`src/rtl/fireq_pkg.sv`:
```
// Shared widths, opcodes and arithmetic constants of the FIR equalizer filter.
// No dependencies; used by the top level, its checker and the testbench.
package fireq_pkg;

   localparam int SAMPLE_W          = 16;
   localparam int COEF_W            = 18;
   localparam int COEF_INDEX_W      = 6;
   localparam int HALF_SPAN_DEFAULT = 16;

   // sample operand is consumed one digit per cycle, low digit first
   localparam int DIGIT_W     = 8;
   localparam int NUM_DIGITS  = SAMPLE_W / DIGIT_W;
   localparam int DIGIT_CNT_W = (NUM_DIGITS > 1) ? $clog2(NUM_DIGITS) : 1;

   localparam int ROUND_SHIFT = 15;
   localparam int ROUND_BIAS  = 2 ** (ROUND_SHIFT - 1);
   localparam int SAT_MAX     = 2 ** (SAMPLE_W - 1) - 1;
   localparam int SAT_MIN     = -(2 ** (SAMPLE_W - 1));

   localparam logic OP_FILTER = 1'b0;
   localparam logic OP_LOAD   = 1'b1;

endpackage

```
`src/rtl/fir_equalizer_filter.sv`:
```
// Direct-form FIR filter with a digit-serial multiply-accumulate datapath.
// Depends on fireq_pkg.
//
// Usage:
//  - Request channel (req_*): req_opcode selects filter (sample in req_sample_in)
//    or coefficient load (req_coef_index, req_coef_value). A transaction completes
//    at a clock edge with req_valid high and req_stall low.
//  - Response channel (rsp_*): one rsp_sample_out per filter transaction, rounded
//    to nearest (ties up) and saturated to 16 bits. Loads give no response;
//    an index at or beyond the tap count (2*HALF_SPAN+1) is dropped.
//  - Throughput: a load completes on acceptance and leaves the request channel
//    unstalled. A filter transaction (33 taps by default) stalls it through the
//    fetch, prime, MAC and round steps: one 8-bit digit of the sample times the
//    18-bit coefficient per cycle, two digits per tap.
//  - The output register lets a new request be accepted while a result waits.
//    If rsp_stall holds the previous result, the round step waits, and the
//    request side stays stalled until the result can be written.
//  - Reset (synchronous, active high) empties the delay line (fill count) and
//    marks every coefficient invalid, so both read as zero until written.
module fir_equalizer_filter #(
   parameter int HALF_SPAN = fireq_pkg::HALF_SPAN_DEFAULT
) (
   input  logic                                       clock,
   input  logic                                       reset,
   input  logic                                       req_valid,
   output logic                                       req_stall,
   input  logic                                       req_opcode,
   input  logic signed [fireq_pkg::SAMPLE_W-1:0]      req_sample_in,
   input  logic        [fireq_pkg::COEF_INDEX_W-1:0]  req_coef_index,
   input  logic signed [fireq_pkg::COEF_W-1:0]        req_coef_value,
   output logic                                       rsp_valid,
   input  logic                                       rsp_stall,
   output logic signed [fireq_pkg::SAMPLE_W-1:0]      rsp_sample_out
);

   localparam int TAPS   = 2 * HALF_SPAN + 1;
   localparam int IDX_W  = $clog2(TAPS);
   localparam int EXT_W  = (IDX_W > fireq_pkg::COEF_INDEX_W) ? IDX_W : fireq_pkg::COEF_INDEX_W;
   localparam int ACC_W  = fireq_pkg::SAMPLE_W + fireq_pkg::COEF_W + IDX_W;
   localparam int PART_W = fireq_pkg::DIGIT_W + 1 + fireq_pkg::COEF_W;

   localparam logic [2:0] ST_IDLE  = 3'd0;
   localparam logic [2:0] ST_FETCH = 3'd1;
   localparam logic [2:0] ST_PRIME = 3'd2;
   localparam logic [2:0] ST_MAC   = 3'd3;
   localparam logic [2:0] ST_ROUND = 3'd4;

   localparam logic [fireq_pkg::DIGIT_CNT_W-1:0] LAST_DIGIT =
      fireq_pkg::DIGIT_CNT_W'(fireq_pkg::NUM_DIGITS - 1);
   localparam logic [IDX_W-1:0] LAST_TAP = IDX_W'(TAPS - 1);

   logic [2:0]                              state_ff, state_in;
   logic [IDX_W-1:0]                        hp_ff, hp_in;
   logic [IDX_W-1:0]                        fill_ff, fill_in;
   logic [IDX_W-1:0]                        rd_tap_ff, rd_tap_in;
   logic [IDX_W-1:0]                        mac_tap_ff, mac_tap_in;
   logic [fireq_pkg::DIGIT_CNT_W-1:0]       digit_ff, digit_in;
   logic [TAPS-1:0]                         coef_valid_ff, coef_valid_in;
   logic signed [ACC_W-1:0]                 acc_ff, acc_in;
   logic signed [fireq_pkg::SAMPLE_W-1:0]   samp_sh_ff, samp_sh_in;
   logic signed [fireq_pkg::COEF_W-1:0]     coef_op_ff, coef_op_in;
   logic                                    samp_ok_ff, samp_ok_in;
   logic                                    coef_ok_ff, coef_ok_in;
   logic                                    rsp_valid_ff, rsp_valid_in;
   logic signed [fireq_pkg::SAMPLE_W-1:0]   rsp_data_ff, rsp_data_in;

   logic signed [fireq_pkg::SAMPLE_W-1:0]   samp_mem_ff [TAPS];
   logic signed [fireq_pkg::COEF_W-1:0]     coef_mem_ff [TAPS];
   logic signed [fireq_pkg::SAMPLE_W-1:0]   samp_rd_ff;
   logic signed [fireq_pkg::COEF_W-1:0]     coef_rd_ff;

   logic                                    accept;
   logic                                    samp_wr;
   logic                                    coef_wr;
   logic [EXT_W-1:0]                        idx_ext;
   logic [IDX_W-1:0]                        coef_waddr;
   logic [IDX_W-1:0]                        samp_raddr;
   logic [IDX_W:0]                          raddr_wrap;
   logic [IDX_W-1:0]                        rd_tap_inc;
   logic [fireq_pkg::DIGIT_W-1:0]           digit;
   logic signed [fireq_pkg::DIGIT_W:0]      digit_s;
   logic signed [PART_W-1:0]                partial;
   logic signed [ACC_W-1:0]                 part_ext;
   logic signed [ACC_W-1:0]                 part_shift;
   logic signed [ACC_W-1:0]                 rnd_sum;
   logic signed [ACC_W-1:0]                 rnd_q;
   logic signed [fireq_pkg::SAMPLE_W-1:0]   sat_val;
   logic                                    out_free;

   assign req_stall      = (state_ff != ST_IDLE);
   assign accept         = req_valid && !req_stall;
   assign samp_wr        = accept && (req_opcode == fireq_pkg::OP_FILTER);
   assign idx_ext        = EXT_W'(req_coef_index);
   assign coef_waddr     = idx_ext[IDX_W-1:0];
   assign coef_wr        = accept && (req_opcode == fireq_pkg::OP_LOAD) &&
                           (idx_ext < EXT_W'(TAPS));
   assign rsp_valid      = rsp_valid_ff;
   assign rsp_sample_out = rsp_data_ff;
   assign out_free       = !rsp_valid_ff || !rsp_stall;

   // delay line is circular: tap j sits j entries behind the head
   assign raddr_wrap = {1'b0, hp_ff} + (IDX_W + 1)'(TAPS) - {1'b0, rd_tap_ff};
   assign samp_raddr = (hp_ff >= rd_tap_ff) ? (hp_ff - rd_tap_ff) : raddr_wrap[IDX_W-1:0];
   assign rd_tap_inc = (rd_tap_ff == LAST_TAP) ? '0 : rd_tap_ff + 1'b1;

   // top digit carries the sign, lower digits are unsigned
   assign digit      = samp_sh_ff[fireq_pkg::DIGIT_W-1:0];
   assign digit_s    = {(digit_ff == LAST_DIGIT) & digit[fireq_pkg::DIGIT_W-1], digit};
   assign partial    = digit_s * coef_op_ff;
   assign part_ext   = ACC_W'(partial);
   assign part_shift = part_ext <<< (fireq_pkg::DIGIT_W * int'(digit_ff));

   assign rnd_sum = acc_ff + ACC_W'(fireq_pkg::ROUND_BIAS);
   assign rnd_q   = rnd_sum >>> fireq_pkg::ROUND_SHIFT;

   always_comb begin
      if (rnd_q > ACC_W'(fireq_pkg::SAT_MAX)) begin
         sat_val = fireq_pkg::SAMPLE_W'(fireq_pkg::SAT_MAX);
      end else if (rnd_q < ACC_W'(fireq_pkg::SAT_MIN)) begin
         sat_val = fireq_pkg::SAMPLE_W'(fireq_pkg::SAT_MIN);
      end else begin
         sat_val = rnd_q[fireq_pkg::SAMPLE_W-1:0];
      end
   end

   always_comb begin
      state_in      = state_ff;
      hp_in         = hp_ff;
      fill_in       = fill_ff;
      rd_tap_in     = rd_tap_ff;
      mac_tap_in    = mac_tap_ff;
      digit_in      = digit_ff;
      coef_valid_in = coef_valid_ff;
      acc_in        = acc_ff;
      samp_sh_in    = samp_sh_ff;
      coef_op_in    = coef_op_ff;
      rsp_valid_in  = rsp_valid_ff && rsp_stall;
      rsp_data_in   = rsp_data_ff;
      samp_ok_in    = (rd_tap_ff < fill_ff);
      coef_ok_in    = coef_valid_ff[rd_tap_ff];

      if (coef_wr) begin
         coef_valid_in[coef_waddr] = 1'b1;
      end

      unique case (state_ff)
         ST_IDLE: begin
            if (samp_wr) begin
               rd_tap_in = '0;
               if (fill_ff != LAST_TAP + 1'b1 || fill_ff == '0) begin
                  fill_in = (fill_ff == IDX_W'(TAPS)) ? fill_ff : fill_ff + 1'b1;
               end
               state_in = ST_FETCH;
            end
         end
         ST_FETCH: begin
            state_in = ST_PRIME;
         end
         ST_PRIME: begin
            samp_sh_in = samp_ok_ff ? samp_rd_ff : '0;
            coef_op_in = coef_ok_ff ? coef_rd_ff : '0;
            acc_in     = '0;
            digit_in   = '0;
            mac_tap_in = '0;
            rd_tap_in  = rd_tap_inc;
            state_in   = ST_MAC;
         end
         ST_MAC: begin
            acc_in = acc_ff + part_shift;
            if (digit_ff != LAST_DIGIT) begin
               digit_in   = digit_ff + 1'b1;
               samp_sh_in = samp_sh_ff >>> fireq_pkg::DIGIT_W;
            end else begin
               digit_in = '0;
               if (mac_tap_ff == LAST_TAP) begin
                  state_in = ST_ROUND;
               end else begin
                  // load next tap's operands, prefetched during this tap
                  samp_sh_in = samp_ok_ff ? samp_rd_ff : '0;
                  coef_op_in = coef_ok_ff ? coef_rd_ff : '0;
                  mac_tap_in = mac_tap_ff + 1'b1;
                  rd_tap_in  = rd_tap_inc;
               end
            end
         end
         ST_ROUND: begin
            // hold until the output register is free
            if (out_free) begin
               rsp_data_in  = sat_val;
               rsp_valid_in = 1'b1;
               hp_in        = (hp_ff == LAST_TAP) ? '0 : hp_ff + 1'b1;
               state_in     = ST_IDLE;
            end
         end
         default: begin
            state_in = ST_IDLE;
         end
      endcase
   end

   always_ff @(posedge clock) begin
      if (reset) begin
         state_ff      <= ST_IDLE;
         hp_ff         <= '0;
         fill_ff       <= '0;
         rd_tap_ff     <= '0;
         mac_tap_ff    <= '0;
         digit_ff      <= '0;
         coef_valid_ff <= '0;
         rsp_valid_ff  <= 1'b0;
      end else begin
         state_ff      <= state_in;
         hp_ff         <= hp_in;
         fill_ff       <= fill_in;
         rd_tap_ff     <= rd_tap_in;
         mac_tap_ff    <= mac_tap_in;
         digit_ff      <= digit_in;
         coef_valid_ff <= coef_valid_in;
         rsp_valid_ff  <= rsp_valid_in;
      end
   end

   always_ff @(posedge clock) begin
      acc_ff      <= acc_in;
      samp_sh_ff  <= samp_sh_in;
      coef_op_ff  <= coef_op_in;
      samp_ok_ff  <= samp_ok_in;
      coef_ok_ff  <= coef_ok_in;
      rsp_data_ff <= rsp_data_in;
   end

   always_ff @(posedge clock) begin
      if (samp_wr) begin
         samp_mem_ff[hp_ff] <= req_sample_in;
      end
      samp_rd_ff <= samp_mem_ff[samp_raddr];
   end

   always_ff @(posedge clock) begin
      if (coef_wr) begin
         coef_mem_ff[coef_waddr] <= req_coef_value;
      end
      coef_rd_ff <= coef_mem_ff[rd_tap_ff];
   end

endmodule

```
`config.mk`:
```
export PLATFORM = sky130hd
export DESIGN_NAME = fir_equalizer_filter
export DESIGN_NICKNAME = d
export VERILOG_FILES = /design/src/rtl/fireq_pkg.sv /design/src/rtl/fir_equalizer_filter.sv
export SDC_FILE = /design/constraint.sdc
export NUM_CORES = 2
export LEC_CHECK = 0
export CORE_ASPECT_RATIO = 1.2
export CORE_MARGIN = 3
export CORE_UTILIZATION = 26
export DETAILED_ROUTE_END_ITERATION = 16
export DONT_BUFFER_PORTS = 1
export GPL_ROUTABILITY_DRIVEN = 0
export SLEW_MARGIN = 5
export SYNTH_ARGS = -nofsm -noshare
export SYNTH_HDL_FRONTEND = slang
export SYNTH_SLANG_ARGS = --single-unit
```
`constraint.sdc`:
```
create_clock -name clock -period 7.3 [get_ports clock]
set_input_delay 1.46 -clock clock [delete_from_list [all_inputs] [get_ports clock]]
set_output_delay 1.46 -clock clock [all_outputs]
set_load 0.005 [all_outputs]
```
==> flow_summary.toml <==
[status]
status = "complete, no violations"

[global_routing]
grt_pass1_wl_mm = 231
gr-max-usage-layer = "met2"
antenna_found_initial = 3
grt_usage_pct = 12.4
grt_overflow = 0
grt.met3_usage_pct = 2.13
grt_util_met1_pct = 15.3
grt_max_degree = 146
grt_pass1_vias = 36900
met2_usage_pct = 21.5

[timing]
fin_skew_ns = 0.0859
drv_slew = 0
worst_pin_slew_ns = 1.13
finalWorstSetupSlack_ns = 0.0921
fin_crit_ns = 7.21
min_period_over_period_pct = 98.7
rsz0062_at_grt = "true"
fmax_ghz = 0.139
hold_violations = 0
finalSetupViolCount = 0
slew-limit-headroom_pct = 24.3

[clock_network]
path_clk_slew_ns = 0.07
numCtsBuffers = 134
cts_hold_buf = 0
cts_tree = "done"
cts_sinks = 1310
clockBufferDepth = 3
clkLatencyLatePin_ns = 0.82
root_buffer = "clkbuf_16"
cts_max_level = 4

[layout]
drive_gt1_share_pct = 18.5
seq_area_um2 = 38400
multiInputGateArea_um2 = 21800
nets = 4487
instances_no_fill = 7429
nFillCells = 22900
area_delta_synth_final_pct = 16.7

[route]
wl_mm = 153
drt-pass1-iter-count = 7
drt_iter0_drc = 2955
detail-route-antenna-nets = 0
routed_via_density = 4.84
vias = 35900
post_drt_wl_per_cell_um = 20.7
drcViolationCount = 0

[power_and_ir_drop]
peakVddDrop_mv = 0.558
power_mw = 30.5
p_leak_nw = 23.0
p_per_area_nw_per_um2 = 427

[setup_path]
critPathCaptureType = "flip-flop"
max_stage_delay_ns = 0.53
critPathLaunchType = "flip-flop"
cp.arrival_ns = 7.70
crit_top_cell = "fa_1"
crit_slowest_cell = "fa_1"
crit_type = "flip-flop to flip-flop"
rr_worst_depth = 29
critPathRequiredTime_ns = 7.80
r2r_slack_ns = 0.09
rr_endpoint = "acc_ff[37]"
cp_max_fo = 11
r2r-start = "samp_sh_ff[2]"

[die]
core_area_um2 = 234000
dieWidth_um = 449
die_y_um = 537
initial_core_util_pct = 26.2
io-pin-count = 63
dieArea_um2 = 241000
rows = 194

[flow_run]
drv_cap = 0

[logic_synthesis]
synth_nets = 4353
synth_area_leaders = "edfxtp_1 (59%), mux4_2 (7.0%), fa_1 (4.5%)"
synth_edf_count = 1212
netlist-cell-type-count = 89
synth.cell_area_um2 = 61200
synth_area_per_cell_um2 = 15.1
syn_inst = 4045
synth-async-reset-ratio_pct = 0
yosysTopAreaCell = "edfxtp_1"
yosys_warnings = 0
ys_seq_area_share_pct = 62.7
yosysTopAreaCellShare_pct = 59.5
synth-seq-cells = 1310
synth-main-ff-cell = "edfxtp_1"

[place]
dp_cells = 7139
dp_hpwl_mm = 91.4
preCtsSetupSlack_ns = -0.284
io_buffers = 0

[min_path]
min_to = "samp_rd_ff[4]"
hold_depth = 2
min_path_type = "flip-flop to flip-flop"
hold_path_startpoint = "samp_mem_ff[32][4]"
[worst max-delay path: cells and delay by family, from the launching register on]
family          cells  cell delay, ns
compound gates      7            1.38
xor+xnor            1            0.16
fa+ha+maj           7            2.96
buf+inv             5            0.63
flops               1            0.45
mux                 1            0.10
simple gates        8            1.21
[cell type report]
class                           count  share of cell area [%]
Antenna cell                        2                 0.00701
Clock buffer                      167                    4.94
Timing Repair Buffer              249                    2.77
Multi-Input combinational cell   2324                    30.5
Inverter                          160                   0.841
Sequential cell                  1310                    53.7
Tap cell                         3136                    5.50
Clock inverter                     81                    1.69
[how the worst max path moves through the flow]
stage | from | endpoint | slack (ns) | cells after the start
2_1_floorplan | samp_sh_ff[2] | acc_ff[37] | 0.0002 | 30
3_3_place_gp | samp_sh_ff[7] | acc_ff[37] | -0.14 | 30
3_5_place_dp | coef_op_ff[0] | acc_ff[38] | -0.28 | 28
4_1_cts | samp_sh_ff[3] | acc_ff[37] | -0.0007 | 30
5_1_grt | samp_sh_ff[2] | acc_ff[37] | -0.29 | 33
6_report | samp_sh_ff[2] | acc_ff[37] | 0.09 | 29
[registers in the layout (all words and copies together) (netlist names), 16 cells and up]
signal	count
acc_ff	40
samp_mem_ff	528
coef_valid_ff	33
coef_mem_ff	594
rsp_sample_out	16
samp_rd_ff	16
samp_sh_ff	16
coef_op_ff	18
coef_rd_ff	18
[layer usage]
layer  vias up  share of wire (%)
met5         -                  0
met4         0                3.7
met3       304                5.2
met2       953                 50
met1     18600                 41
li1      16100                  -
[cells by family after synthesis]
group | Yosys count | share of synthesized area, %
XOR/XNOR | 87 | 1.27
multiplexers | 355 | 9.70
buffers and inverters | 411 | 2.65
AND/OR/NAND/NOR | 950 | 8.09
flip-flops | 1310 | 62.7
AO/OA/AOI/OAI | 669 | 8.52
adder cells (fa/ha/maj) | 263 | 7.08
[Yosys cell counts (10+ instances only)]
cell / count
fa_1: 139
nand2_1: 178
nand3b_1: 48
dfxtp_1: 98
a21o_1: 34
xor2_1: 30
nand4_1: 34
nor2b_1: 147
inv_1: 157
buf_2: 40
o21a_1: 13
nor2_1: 224
nand2b_1: 28
o21ai_1: 10
o21bai_1: 11
edfxtp_1: 1212
clkbuf_1: 191
a311oi_1: 128
buf_1: 14
mux2i_1: 163
o221ai_1: 128
a2111oi_0: 129
nor3_1: 32
and3_1: 11
a211oi_1: 10
nand3_1: 89
ha_1: 124
xnor2_1: 56
and2_1: 109
mux4_2: 190
o21ai_0: 79
a21oi_1: 66
[timing repair]
item	4_1_cts	5_1_grt
setup endpoints to repair	12	21
gates resized for setup	20	67
endpoints found under the hold margin	0	0
pin swaps	39	48
buffers inserted	19	21
[power breakdown]
part	internal [mW]	total, mW	leakage [nW]	switching [mW]
Clock	4.13	7.25	2.26	3.11
Sequential	8.34	8.45	11.7	0.112
Combinational	6.97	14.8	8.98	7.80
[stage by stage]
stage          util, %  hold slack [ns]  cell area [um2]  setup TNS, ns
2_1_floorplan        -            0.422            61200              0
3_3_place_gp      28.3            0.433            66000         -0.617
3_5_place_dp      28.3            0.436            66000          -1.82
4_1_cts           30.4            0.446            71000      -0.000658
5_1_grt           30.6            0.450            71400          -1.97
6_report          30.6            0.442            71400              0
[layout by cell type, fill, tap and decap left out, types with 27 or more instances in the layout]
cell	n
a2111oi_0	128
a21o_1	34
a21oi_1	49
a311oi_1	128
and2_1	106
buf_4	236
clkbuf_1	28
clkbuf_16	135
dfxtp_1	94
edfxtp_1	1212
fa_1	136
ha_1	114
inv_1	152
mux2i_1	163
mux4_2	190
nand2_1	176
nand2b_1	28
nand3_1	86
nand3b_1	48
nand4_1	34
nor2_1	189
nor2_2	29
nor2b_1	147
nor3_1	27
o21ai_0	63
o221ai_1	128
xnor2_1	53
xor2_1	29
Note: power is estimated with default switching activity, not from simulation.
